--- config.mk ---
export PLATFORM = sky130hd
export DESIGN_NAME = bounded_deque_positional_core
export DESIGN_NICKNAME = d
export VERILOG_FILES = /design/src/design/bdq_pkg.sv /design/src/design/bdq_cell.sv /design/src/design/bounded_deque_positional_core.sv
export SDC_FILE = /design/constraint.sdc
export NUM_CORES = 2
export LEC_CHECK = 0
export BUFFER_PORTS_ARGS = -buffer_cell sky130_fd_sc_hd__buf_2
export CAP_MARGIN = 5
export CORE_UTILIZATION = 25
export CTS_BUF_LIST = sky130_fd_sc_hd__clkbuf_16
export DETAILED_ROUTE_END_ITERATION = 12
export PLACE_DENSITY = 0.5
export SYNTH_ARGS = -nofsm -noshare
export SYNTH_HDL_FRONTEND = slang
export SYNTH_SLANG_ARGS = --single-unit
--- constraint.sdc ---
create_clock -name clk_i -period 7.6 [get_ports clk_i]
set_input_delay 0.76 -clock clk_i [delete_from_list [all_inputs] [get_ports clk_i]]
set_output_delay 0.76 -clock clk_i [all_outputs]
set_load 0.005 [all_outputs]
--- src/design/bdq_pkg.sv ---
`timescale 1ns / 1ps
// ----------------------------------------------------------------------------
// bdq_pkg
// Shared types and constants for the bounded positional deque.
// ----------------------------------------------------------------------------
package bdq_pkg;

  localparam int unsigned DEPTH_DEF      = 16;
  localparam int unsigned DATA_WIDTH_DEF = 32;

  localparam int unsigned CMD_W    = 3;
  localparam int unsigned POS_W    = 5;
  localparam int unsigned IO_W     = 32;
  localparam int unsigned STATUS_W = 2;
  localparam int unsigned COUNT_W  = 5;
  localparam int unsigned EXT_W    = 64;

  typedef enum logic [CMD_W-1:0] {
    CMD_PUSH_FRONT = 3'd0,
    CMD_PUSH_BACK  = 3'd1,
    CMD_POP_FRONT  = 3'd2,
    CMD_POP_BACK   = 3'd3,
    CMD_READ       = 3'd4,
    CMD_INSERT     = 3'd5,
    CMD_ERASE      = 3'd6,
    CMD_CLEAR      = 3'd7
  } cmd_e;

  typedef enum logic [STATUS_W-1:0] {
    STAT_OK    = 2'd0,
    STAT_EMPTY = 2'd1,
    STAT_RANGE = 2'd2,
    STAT_FULL  = 2'd3
  } status_e;

  typedef enum logic [1:0] {
    ST_IDLE,
    ST_EXEC,
    ST_SUMM
  } state_e;

  // Per-cycle command broadcast to every cell of the row.
  typedef struct packed {
    logic ins;  // open a slot at the position and write the new word there
    logic era;  // close the slot at the position
  } cell_ctl_t;

endpackage

--- src/design/bdq_cell.sv ---
`timescale 1ns / 1ps
// ----------------------------------------------------------------------------
// bdq_cell
// One slot of the ordered row: holds a word, takes its left or right
// neighbor's word on a shift, and offers its word when selected.
// ----------------------------------------------------------------------------
module bdq_cell #(
  parameter int unsigned DataWidth = 32,
  parameter int unsigned PosWidth  = 5,
  parameter int unsigned Index     = 0
) (
  input  logic                  clk_i,
  input  bdq_pkg::cell_ctl_t    ctl_i,
  input  logic [PosWidth-1:0]   pos_i,
  input  logic [PosWidth-1:0]   sel_i,
  input  logic [DataWidth-1:0]  data_i,
  input  logic [DataWidth-1:0]  left_i,
  input  logic [DataWidth-1:0]  right_i,
  output logic [DataWidth-1:0]  word_o,
  output logic [DataWidth-1:0]  tap_o
);

  localparam logic [PosWidth-1:0] MyPos = PosWidth'(Index);

  logic [DataWidth-1:0] word_q, word_d;

  always_comb begin
    word_d = word_q;
    if (ctl_i.ins) begin
      if (MyPos > pos_i) begin
        word_d = left_i;
      end else if (MyPos == pos_i) begin
        word_d = data_i;
      end
    end else if (ctl_i.era && (MyPos >= pos_i)) begin
      word_d = right_i;
    end
  end

  always_ff @(posedge clk_i) begin
    word_q <= word_d;
  end

  assign word_o = word_q;
  assign tap_o  = (MyPos == sel_i) ? word_q : '0;

endmodule

--- src/design/bounded_deque_positional_core.sv ---
`timescale 1ns / 1ps
// ----------------------------------------------------------------------------
// bounded_deque_positional_core
// A command beat taken in idle runs an execute pass, then a summary pass that
// loads the result register once any earlier result is taken. No new command
// is taken until both passes over the shared selection tree of the row end.
// Reset clears the count and the control state; the row words are not reset.
// ----------------------------------------------------------------------------
module bounded_deque_positional_core #(
  parameter int unsigned DEPTH      = bdq_pkg::DEPTH_DEF,
  parameter int unsigned DATA_WIDTH = bdq_pkg::DATA_WIDTH_DEF
) (
  input  logic                           clk_i,
  input  logic                           rst_ni,
  input  logic                           in_valid_i,
  output logic                           in_ready_o,
  input  logic [bdq_pkg::CMD_W-1:0]      cmd_i,
  input  logic [bdq_pkg::POS_W-1:0]      position_i,
  input  logic [bdq_pkg::IO_W-1:0]       data_in_i,
  output logic                           out_valid_o,
  input  logic                           out_ready_i,
  output logic [bdq_pkg::STATUS_W-1:0]   status_o,
  output logic [bdq_pkg::IO_W-1:0]       read_data_o,
  output logic [bdq_pkg::IO_W-1:0]       front_data_o,
  output logic [bdq_pkg::IO_W-1:0]       back_data_o,
  output logic [bdq_pkg::COUNT_W-1:0]    item_count_o,
  output logic                           is_empty_o
);

  import bdq_pkg::*;

  localparam int unsigned CntW = $clog2(DEPTH + 1);
  localparam int unsigned MW   = (CntW > POS_W) ? CntW : POS_W;
  localparam logic [MW-1:0] DepthM = MW'(DEPTH);

  // Control and command registers
  state_e                 state_q, state_d;
  cmd_e                   cmd_q;
  logic [POS_W-1:0]       pos_q;
  logic [DATA_WIDTH-1:0]  data_q;
  logic [CntW-1:0]        count_q, count_d;
  status_e                stat_q, stat_d;
  logic [DATA_WIDTH-1:0]  rd_q, rd_d;

  // Result register
  logic                   out_valid_q;
  status_e                out_status_q;
  logic [IO_W-1:0]        out_rd_q, out_front_q, out_back_q;
  logic [COUNT_W-1:0]     out_count_q;
  logic                   out_empty_q;

  logic                   accept;
  logic                   exec_en;
  logic                   summ_load;

  logic [MW-1:0]          pos_w, cnt_w, cell_pos, sel;
  cell_ctl_t              ctl;
  logic [DATA_WIDTH-1:0]  word_w [DEPTH];
  logic [DATA_WIDTH-1:0]  tap_w  [DEPTH];
  logic [DATA_WIDTH-1:0]  sel_word;
  logic [EXT_W-1:0]       din_ext, sel_ext, front_ext;

  assign pos_w   = MW'(pos_q);
  assign cnt_w   = MW'(count_q);
  assign din_ext = EXT_W'(data_in_i);

  // ---------------- state machine ----------------
  always_comb begin
    state_d = state_q;
    unique case (state_q)
      ST_IDLE: if (in_valid_i) state_d = ST_EXEC;
      ST_EXEC: state_d = ST_SUMM;
      ST_SUMM: if (!out_valid_q || out_ready_i) state_d = ST_IDLE;
      default: state_d = ST_IDLE;
    endcase
  end

  always_comb begin
    in_ready_o = 1'b0;
    exec_en    = 1'b0;
    summ_load  = 1'b0;
    unique case (state_q)
      ST_IDLE: in_ready_o = 1'b1;
      ST_EXEC: exec_en    = 1'b1;
      ST_SUMM: summ_load  = !out_valid_q || out_ready_i;
      default: in_ready_o = 1'b0;
    endcase
  end

  assign accept = in_valid_i && in_ready_o;

  // ---------------- command decode ----------------
  always_comb begin
    stat_d   = STAT_OK;
    count_d  = count_q;
    ctl      = '0;
    cell_pos = '0;
    rd_d     = '0;
    unique case (cmd_q)
      CMD_PUSH_FRONT, CMD_PUSH_BACK: begin
        if (cnt_w >= DepthM) begin
          stat_d = STAT_FULL;
        end else begin
          ctl.ins  = 1'b1;
          cell_pos = (cmd_q == CMD_PUSH_FRONT) ? '0 : cnt_w;
          count_d  = count_q + 1'b1;
        end
      end
      CMD_POP_FRONT, CMD_POP_BACK: begin
        if (count_q == '0) begin
          stat_d = STAT_EMPTY;
        end else begin
          ctl.era  = (cmd_q == CMD_POP_FRONT);
          count_d  = count_q - 1'b1;
        end
      end
      CMD_READ: begin
        if (pos_w >= cnt_w) begin
          stat_d = STAT_RANGE;
        end else begin
          rd_d = sel_word;
        end
      end
      CMD_INSERT: begin
        if (pos_w > cnt_w) begin
          stat_d = STAT_RANGE;
        end else if (cnt_w >= DepthM) begin
          stat_d = STAT_FULL;
        end else begin
          ctl.ins  = 1'b1;
          cell_pos = pos_w;
          count_d  = count_q + 1'b1;
        end
      end
      CMD_ERASE: begin
        if (pos_w >= cnt_w) begin
          stat_d = STAT_RANGE;
        end else begin
          ctl.era  = 1'b1;
          cell_pos = pos_w;
          count_d  = count_q - 1'b1;
        end
      end
      CMD_CLEAR: count_d = '0;
      default:   count_d = count_q;
    endcase
    if (!exec_en) begin
      ctl = '0;
    end
  end

  // The execute pass selects the read position, the summary pass the back.
  assign sel = exec_en ? pos_w : (cnt_w - 1'b1);

  // ---------------- cell row ----------------
  for (genvar i = 0; i < DEPTH; i++) begin : g_cell
    logic [DATA_WIDTH-1:0] left_w, right_w;
    if (i == 0) begin : g_first
      assign left_w = '0;
    end else begin : g_left
      assign left_w = word_w[i-1];
    end
    if (i == DEPTH - 1) begin : g_last
      assign right_w = '0;
    end else begin : g_right
      assign right_w = word_w[i+1];
    end
    bdq_cell #(
      .DataWidth (DATA_WIDTH),
      .PosWidth  (MW),
      .Index     (i)
    ) u_cell (
      .clk_i   (clk_i),
      .ctl_i   (ctl),
      .pos_i   (cell_pos),
      .sel_i   (sel),
      .data_i  (data_q),
      .left_i  (left_w),
      .right_i (right_w),
      .word_o  (word_w[i]),
      .tap_o   (tap_w[i])
    );
  end

  // At most one cell matches the select, so an OR of the taps is the mux.
  always_comb begin
    sel_word = '0;
    for (int i = 0; i < DEPTH; i++) begin
      sel_word = sel_word | tap_w[i];
    end
  end

  assign sel_ext   = EXT_W'(sel_word);
  assign front_ext = EXT_W'(word_w[0]);

  // ---------------- registers ----------------
  always_ff @(posedge clk_i or negedge rst_ni) begin
    if (!rst_ni) begin
      state_q     <= ST_IDLE;
      count_q     <= '0;
      out_valid_q <= 1'b0;
      cmd_q       <= CMD_CLEAR;
    end else begin
      state_q <= state_d;
      if (accept) begin
        cmd_q <= cmd_e'(cmd_i);
      end
      if (exec_en) begin
        count_q <= count_d;
      end
      if (summ_load) begin
        out_valid_q <= 1'b1;
      end else if (out_ready_i) begin
        out_valid_q <= 1'b0;
      end
    end
  end

  always_ff @(posedge clk_i) begin
    if (accept) begin
      pos_q  <= position_i;
      data_q <= din_ext[DATA_WIDTH-1:0];
    end
    if (exec_en) begin
      stat_q <= stat_d;
      rd_q   <= rd_d;
    end
    if (summ_load) begin
      out_status_q <= stat_q;
      out_rd_q     <= IO_W'(EXT_W'(rd_q));
      out_front_q  <= (count_q != '0) ? front_ext[IO_W-1:0] : '0;
      out_back_q   <= (count_q != '0) ? sel_ext[IO_W-1:0] : '0;
      out_count_q  <= COUNT_W'(count_q);
      out_empty_q  <= (count_q == '0);
    end
  end

  assign out_valid_o  = out_valid_q;
  assign status_o     = out_status_q;
  assign read_data_o  = out_rd_q;
  assign front_data_o = out_front_q;
  assign back_data_o  = out_back_q;
  assign item_count_o = out_count_q;
  assign is_empty_o   = out_empty_q;

  // ---------------- assertions ----------------
  a_count_bound : assert property (@(posedge clk_i) disable iff (!rst_ni)
    cnt_w <= DepthM)
    else $error("row count exceeds depth");

  a_accept_exec : assert property (@(posedge clk_i) disable iff (!rst_ni)
    accept |=> (state_q == ST_EXEC))
    else $error("accepted command did not start execution");

  a_refused_hold : assert property (@(posedge clk_i) disable iff (!rst_ni)
    (exec_en && (stat_d != STAT_OK)) |=> $stable(count_q))
    else $error("refused command changed the count");

  a_empty_flag : assert property (@(posedge clk_i) disable iff (!rst_ni)
    summ_load |=> (is_empty_o == (count_q == '0)))
    else $error("empty flag disagrees with count");

  a_empty_status : assert property (@(posedge clk_i) disable iff (!rst_ni)
    (out_valid_o && (status_o == STAT_EMPTY)) |-> is_empty_o)
    else $error("empty status on a non-empty row");

endmodule
Word-level counts from Yosys, hierarchy flattened
Index checks and enable logic that the tools add are counted.
Widths: inputs -> output; s select.
- flip-flop bits (word level): 698
- bits of input ports: 44
- output and inout port bits: 106
- logic and storage cells: 320
- add/sub/neg operators: 2
- reduce and logical (&&, ||, !) cells: 65
- bitwise gates (word level): 16
- $lt $le $gt $ge: 35
- mux-type cells: 112
- equality and inequality tests: 60
- operators with widths (kind ; count):
    $mux 32 ; 80
    $or 32x32->32 ; 15
    $eq 4x5->1 const A ; 16
    $mux 5 ; 10
    $ne 3x1->1 const B ; 16
    $eq 3x5->1 const A ; 8
    $ge 4x5->1 const A ; 8
    $gt 4x5->1 const A ; 8
    $reduce_and 2->1 ; 17
    $reduce_bool 2->1 ; 17
    $pmux 5 s5 ; 1
    $eq 2x5->1 const A ; 4
    $ge 3x5->1 const A ; 4
    $gt 3x5->1 const A ; 4
    $logic_and 1x1->1 ; 17
    $logic_not 5->1 ; 3
    $pmux 5 s3 ; 1
    $eq 3x3->1 const B ; 4
    $mux 2 ; 6
    $eq 1x5->1 const A ; 2
    $ge 1x5->1 const A ; 2
    $ge 2x5->1 const A ; 2
    $gt 1x5->1 const A ; 2
    $gt 2x5->1 const A ; 2
    other kinds (22) ; 41

Longest topological paths before layout
- depth after elaboration: 20
- mapped depth: 14
- depth with buffers taken out: 9

Hierarchy
A second synthesis with hierarchy kept.
- cells, all modules: 3822
- area, all modules: 39639.3 µm²
- modules (own cells, without submodules) (module ; seq. area each (µm²) ; times used ; cells each ; area each (µm²)):
    bounded_deque_positional_core ; 5534.1 ; 1 ; 572 ; 7931.4
    bdq_cell (g_cell[4].u_cell) ; 960.9 ; 1 ; 228 ; 2363.5
    bdq_cell (g_cell[8].u_cell) ; 960.9 ; 1 ; 224 ; 2302.2
    bdq_cell (g_cell[13].u_cell) ; 960.9 ; 1 ; 221 ; 2107.0
    bdq_cell (g_cell[9].u_cell) ; 960.9 ; 1 ; 222 ; 2082.0
    bdq_cell (g_cell[1].u_cell) ; 960.9 ; 1 ; 221 ; 2060.7
    bdq_cell (g_cell[5].u_cell) ; 960.9 ; 1 ; 222 ; 1976.9
    bdq_cell (g_cell[11].u_cell) ; 960.9 ; 1 ; 222 ; 1955.6
    bdq_cell (g_cell[14].u_cell) ; 960.9 ; 1 ; 214 ; 1901.8
    bdq_cell (g_cell[6].u_cell) ; 960.9 ; 1 ; 179 ; 1894.3
    bdq_cell (g_cell[2].u_cell) ; 960.9 ; 1 ; 179 ; 1893.1
    bdq_cell (g_cell[12].u_cell) ; 960.9 ; 1 ; 215 ; 1885.6
    bdq_cell (g_cell[15].u_cell) ; 960.9 ; 1 ; 214 ; 1874.3
    bdq_cell (g_cell[7].u_cell) ; 960.9 ; 1 ; 214 ; 1866.8
    +3 rows ; n/a ; n/a ; n/a ; n/a

Worst setup path before layout
No wires, ideal clock.
- path type: input to register
- from: in out_ready_i
- to: reg out_back_q[0] (netlist: back_data_o[0]), enable pin
- required time: 7020 ps
- setup time: 580 ps
- data arrival time: 5486 ps
- slack: 1534 ps
- cell stages on the path: 2
- buffers on the path: 0
- cell sequence: nand2b_1 > nor2b_1
- cells in the longest elaborated chain, start to end: 2
- RTL lines (item ; RTL line ; source):
    from (decl) ; bounded_deque_positional_core.sv:21 ; input logic out_ready_i,
    $logic_or 1x1->1 ; bounded_deque_positional_core.sv:85 ; ST_SUMM: summ_load = !out_valid_q || out_ready_i;
    $mux 1 ; bounded_deque_positional_core.sv:82 ; unique case (state_q)
    via summ_load ; bounded_deque_positional_core.sv:54 ; logic summ_load;
    to (signal assigned) ; bounded_deque_positional_core.sv:232 ; out_back_q <= (count_q != '0) ? sel_ext[IO_W-1:0] : '0;
    to (decl) ; bounded_deque_positional_core.sv:48 ; logic [IO_W-1:0] out_rd_q, out_front_q, out_back_q;
The timed path passes the listed nets, and every way through them passes these cells.
A chain may end at the register's enable or synchronous reset.

Final worst setup path
- from: reg count_q[2] (netlist: cnt_w[2])
- to: reg g_cell[11].u_cell.word_q[6], enable pin
- cells in the longest elaborated chain, start to end: 8
- elaborated cells on any way between the ends: 24
- those cells by class: 5 x order compare; 2 x eq/ne; 13 x mux; 4 x reduce/logical
- RTL lines (item ; RTL line ; source):
    from (decl) ; bounded_deque_positional_core.sv:41 ; logic [CntW-1:0] count_q, count_d;
    from (signal assigned) ; bounded_deque_positional_core.sv:209 ; count_q <= count_d;
    $ge 5x5->1 ; bounded_deque_positional_core.sv:101, bounded_deque_positional_core.sv:127 ;
    $mux 5 ; bounded_deque_positional_core.sv:127 ; end else if (cnt_w >= DepthM) begin
    $mux 5 ; bounded_deque_positional_core.sv:125 ; if (pos_w > cnt_w) begin
    $pmux 5 s3 ; bounded_deque_positional_core.sv:99 ; unique case (cmd_q)
    $ge 4x5->1 ; bdq_cell.sv:35 ; end else if (ctl_i.era && (MyPos >= pos_i)) begin
    $logic_and 1x1->1 ; bdq_cell.sv:35 ;
    $reduce_bool 2->1 (no line) ; n/a ;
    $reduce_and 2->1 (no line) (*) ; n/a ;
    to (signal assigned) ; bdq_cell.sv:41 ; word_q <= word_d;
    to (decl) ; bdq_cell.sv:25 ; logic [DataWidth-1:0] word_q, word_d;
Every way passes the cells marked *; elsewhere a longest branch is shown, timed or not.

==> flow_metrics.env <==
export IMPL_status="finished, final reports clean"
export IMPL_clock_skew_ns=0.0345
export IMPL_drtPass1Iterations=9
export IMPL_synth_edf_count=687
export IMPL_core_area_sq_um=150000
export IMPL_swShare_pct=50.9
export IMPL_setup_violations_final=0
export IMPL_synth_area_leaders="edfxtp_1 (54%), nand2_1 (7.3%), o211ai_1 (3.4%)"
export IMPL_die_h_um=392
export IMPL_antenna_found_initial=31
export IMPL_tightest_slew_ns=1.40
export IMPL_detail_route_antenna_nets=0
export IMPL_syn_area_sq_um=38100
export IMPL_intPower_mw=10.8
export IMPL_synth_ff_type="edfxtp_1"
export IMPL_critical_path_slowest_cell="nor2_4"
export IMPL_cts_tree="built"
export IMPL_ys_warn_count=0
export IMPL_ys_ff_latch=698
export IMPL_setup_tns_ns=0
export IMPL_grt_first_pass_wirelength_um=250000
export IMPL_period_share_pct=68.5
export IMPL_vdd_drop_max_mv=0.387
export IMPL_via_count=34600
export IMPL_seqPwrFrac_pct=32.1
export IMPL_track_usage_pct=22.7
export IMPL_grt_max_degree=121
export IMPL_grt_pass1_vias=32000
export IMPL_placed_area_sq_um=41200
export IMPL_synth_top_area_cell="edfxtp_1"
export IMPL_syn_avg_cell_area_sq_um=10.0
export IMPL_clock_sinks=698
export IMPL_start_kind="flop"
export IMPL_seq_area_frac_synth_pct=54.9
export IMPL_nNetsFinal=3846
export IMPL_fmax_mhz=192
export IMPL_fp_dieArea_sq_um=154000
export IMPL_rsz0062_at_grt="false"
export IMPL_path_buf_inv=3
export IMPL_gp_congestion=0.929
export IMPL_cp_cell_sequence="inv_1, ha_1, and3_1, and2_1, a21oi_2, o21bai_1, nor2_4, buf_4, a21oi_1, nor2_4, buf_4"
export IMPL_synthDominantCellAreaShare_pct=54.2
export IMPL_drt_initial_drc_count=5532
export IMPL_crit_arrival_ns=5.53
export IMPL_synth_most_common_cell="nand2_1"
export IMPL_clock_path_buffers=3
export IMPL_postLayoutSetupSlackWorst_ns=2.39
export IMPL_post_dp_hpwl_um=109000
export IMPL_cts_resized=0
export IMPL_slew_headroom_pct=5.89
export IMPL_cp_max_fo=33
export IMPL_crit_type="flop to flop"
export IMPL_io_buffers=149
export IMPL_drive_gt1_share_pct=12.0
export IMPL_viasPerCell=5.90
export IMPL_leakage_nw=14.9
export IMPL_required_ns=7.92
export IMPL_cts_buffers=79
export IMPL_synthArstFlopShare_pct=1.58
export IMPL_syn_nets=3840
export IMPL_routed_wl_um=179000
export IMPL_power_frac_comb_pct=51.1
export IMPL_syn_to_final_growth_pct=14.4
export IMPL_slowest_delay_ns=0.71
export IMPL_switchingPower_mw=11.2
export IMPL_final_cell_area_sq_um=43500
export IMPL_synthCells=3787
export IMPL_p_total_mw=22.1
export IMPL_synth_common_cells="nand2_1 (740), edfxtp_1 (687), nor2_1 (278)"
export IMPL_io_pins=150
export IMPL_post_place_ws_ns=2.46
export IMPL_crit_family="buffers and inverters"
export IMPL_drc=0
export IMPL_clockRootBuffer="clkbuf_16"
export IMPL_path_depth=11
export IMPL_hp_class="input port to flop"
export IMPL_finalWorstPathRequiredPeriod_ns=5.21
export IMPL_hold_violations=0
export IMPL_clock_latency_ns=0.71
export IMPL_end_kind="flop"
export IMPL_cts_max_level=3
export IMPL_ys_types=98
export IMPL_fp_row_count=142
export IMPL_min_path_cells=1
export IMPL_start_util_pct=25.3
export IMPL_gr_total_overflow=0
export IMPL_clk_pin_slew_worst_paths_ns=0.06
export IMPL_clockPowerShare_pct=16.8
export IMPL_maxCapViolations=0
export IMPL_routedWlPerCell_um=30.5
export IMPL_r2r_cells=11
export IMPL_die_w_um=392
export IMPL_maxSlewViolCount=0
export IMPL_p_per_area_nw_per_um2=507
## through the flow
stage	cells	hold slack, ns	utilization [%]
2_1_floorplan	3787	0.400	-
3_3_place_gp	5727	0.405	27.4
3_5_place_dp	5727	0.405	27.4
4_1_cts	5865	0.202	28.9
5_1_grt	5866	0.225	28.9
6_report	5870	0.237	28.9
## power by group through the flow
stage | Sequential, mW | Combinational [mW] | Clock, mW
after floorplan | 6.67 | 6.11 | 0
after global routing | 7.18 | 11.6 | 3.89
after CTS | 7.03 | 10.8 | 3.77
after global placement | 7.12 | 10.7 | 0
after detailed placement | 7.11 | 10.8 | 0
final | 7.08 | 11.3 | 3.71
## registers in the layout (all words and copies together), names as in the netlist
register / cells
out_valid_o: 1
cmd_q: 3
rd_q: 32
front_data_o: 32
cnt_w: 5
g_cell.u_cell.word_o: 512
pos_q: 5
status_o: 2
is_empty_o: 1
data_q: 32
stat_q: 2
back_data_o: 32
item_count_o: 5
state_q: 2
read_data_o: 32
## cell usage in the layout (no fill, tap or decap), types with 16 or more instances in the layout
master | netlist | layout
mux2i_1 | 81 | 79
inv_1 | 74 | 89
edfxtp_1 | 687 | 687
a31oi_1 | 45 | 45
nand3_1 | 242 | 241
o221ai_1 | 30 | 30
o21a_1 | 38 | 38
o21ai_1 | 106 | 106
nor2b_1 | 38 | 36
a221oi_1 | 125 | 125
and2_1 | 46 | 45
a22o_1 | 18 | 18
nor2_4 | 2 | 16
buf_4 | 23 | 96
o211ai_1 | 170 | 170
o22ai_1 | 37 | 37
a21oi_1 | 180 | 175
o21ai_0 | 100 | 99
a222oi_1 | 66 | 66
nand4_1 | 45 | 45
clkbuf_16 | 0 | 80
o32ai_1 | 16 | 16
a22oi_1 | 31 | 31
buf_2 | 107 | 149
nor3_1 | 47 | 41
nor2_1 | 278 | 261
nand2_1 | 740 | 735
## layer usage
layer / global-route usage [%] / vias to the layer above / part of all wire (%)
li1: - / 14500 / -
met1: 30.4 / 17000 / 40
met2: 33.5 / 2621 / 42
met3: 6.00 / 503 / 12
met4: 11.4 / 14 / 5.3
met5: 0 / - / 0.055
## kinds of logic after synthesis
kind of cell | share of synthesized area (%)
buffers and inverters | 4.62
adder cells (fa/ha/maj) | 0.296
XOR/XNOR | 0.109
flip-flops | 54.9
AO/OA/AOI/OAI | 20.3
AND/OR/NAND/NOR | 17.3
multiplexers | 2.50
## repair_timing
item                                    CTS  global route
endpoints found under the setup margin    0             0
setup buffers                             0             0
hold buffers                              1             0
hold endpoints to repair                  8             0
## path summary, 6_finish.rpt
kind / to / slack [ns] / startpoint
worst max register to register: g_cell[11].u_cell.word_o[6] / 2.39 / cnt_w[2]
min in group asynchronous: state_q[0] / 0.47 / rst_ni
max in group asynchronous: cmd_q[1] / 6.86 / rst_ni
worst min register to register: read_data_o[30] / 0.42 / rd_q[30]
worst max-delay path: g_cell[11].u_cell.word_o[6] / 2.39 / cnt_w[2]
worst min-delay path: data_q[21] / 0.24 / data_in_i[21]
## final cells by class
| class | count | area [sq um] |
|---|---|---|
| clock inverters | 57 | 367 |
| repair buffers | 254 | 1640 |
| fillers | 15700 | 107000 |
| clock buffers | 80 | 2000 |
| multi-input cells | 2685 | 15800 |
| well taps | 2016 | 2520 |
| inverters | 75 | 282 |
| diodes | 5 | 12.5 |
| flip-flops and latches | 698 | 20900 |
Power figures use the tool's default switching activity.
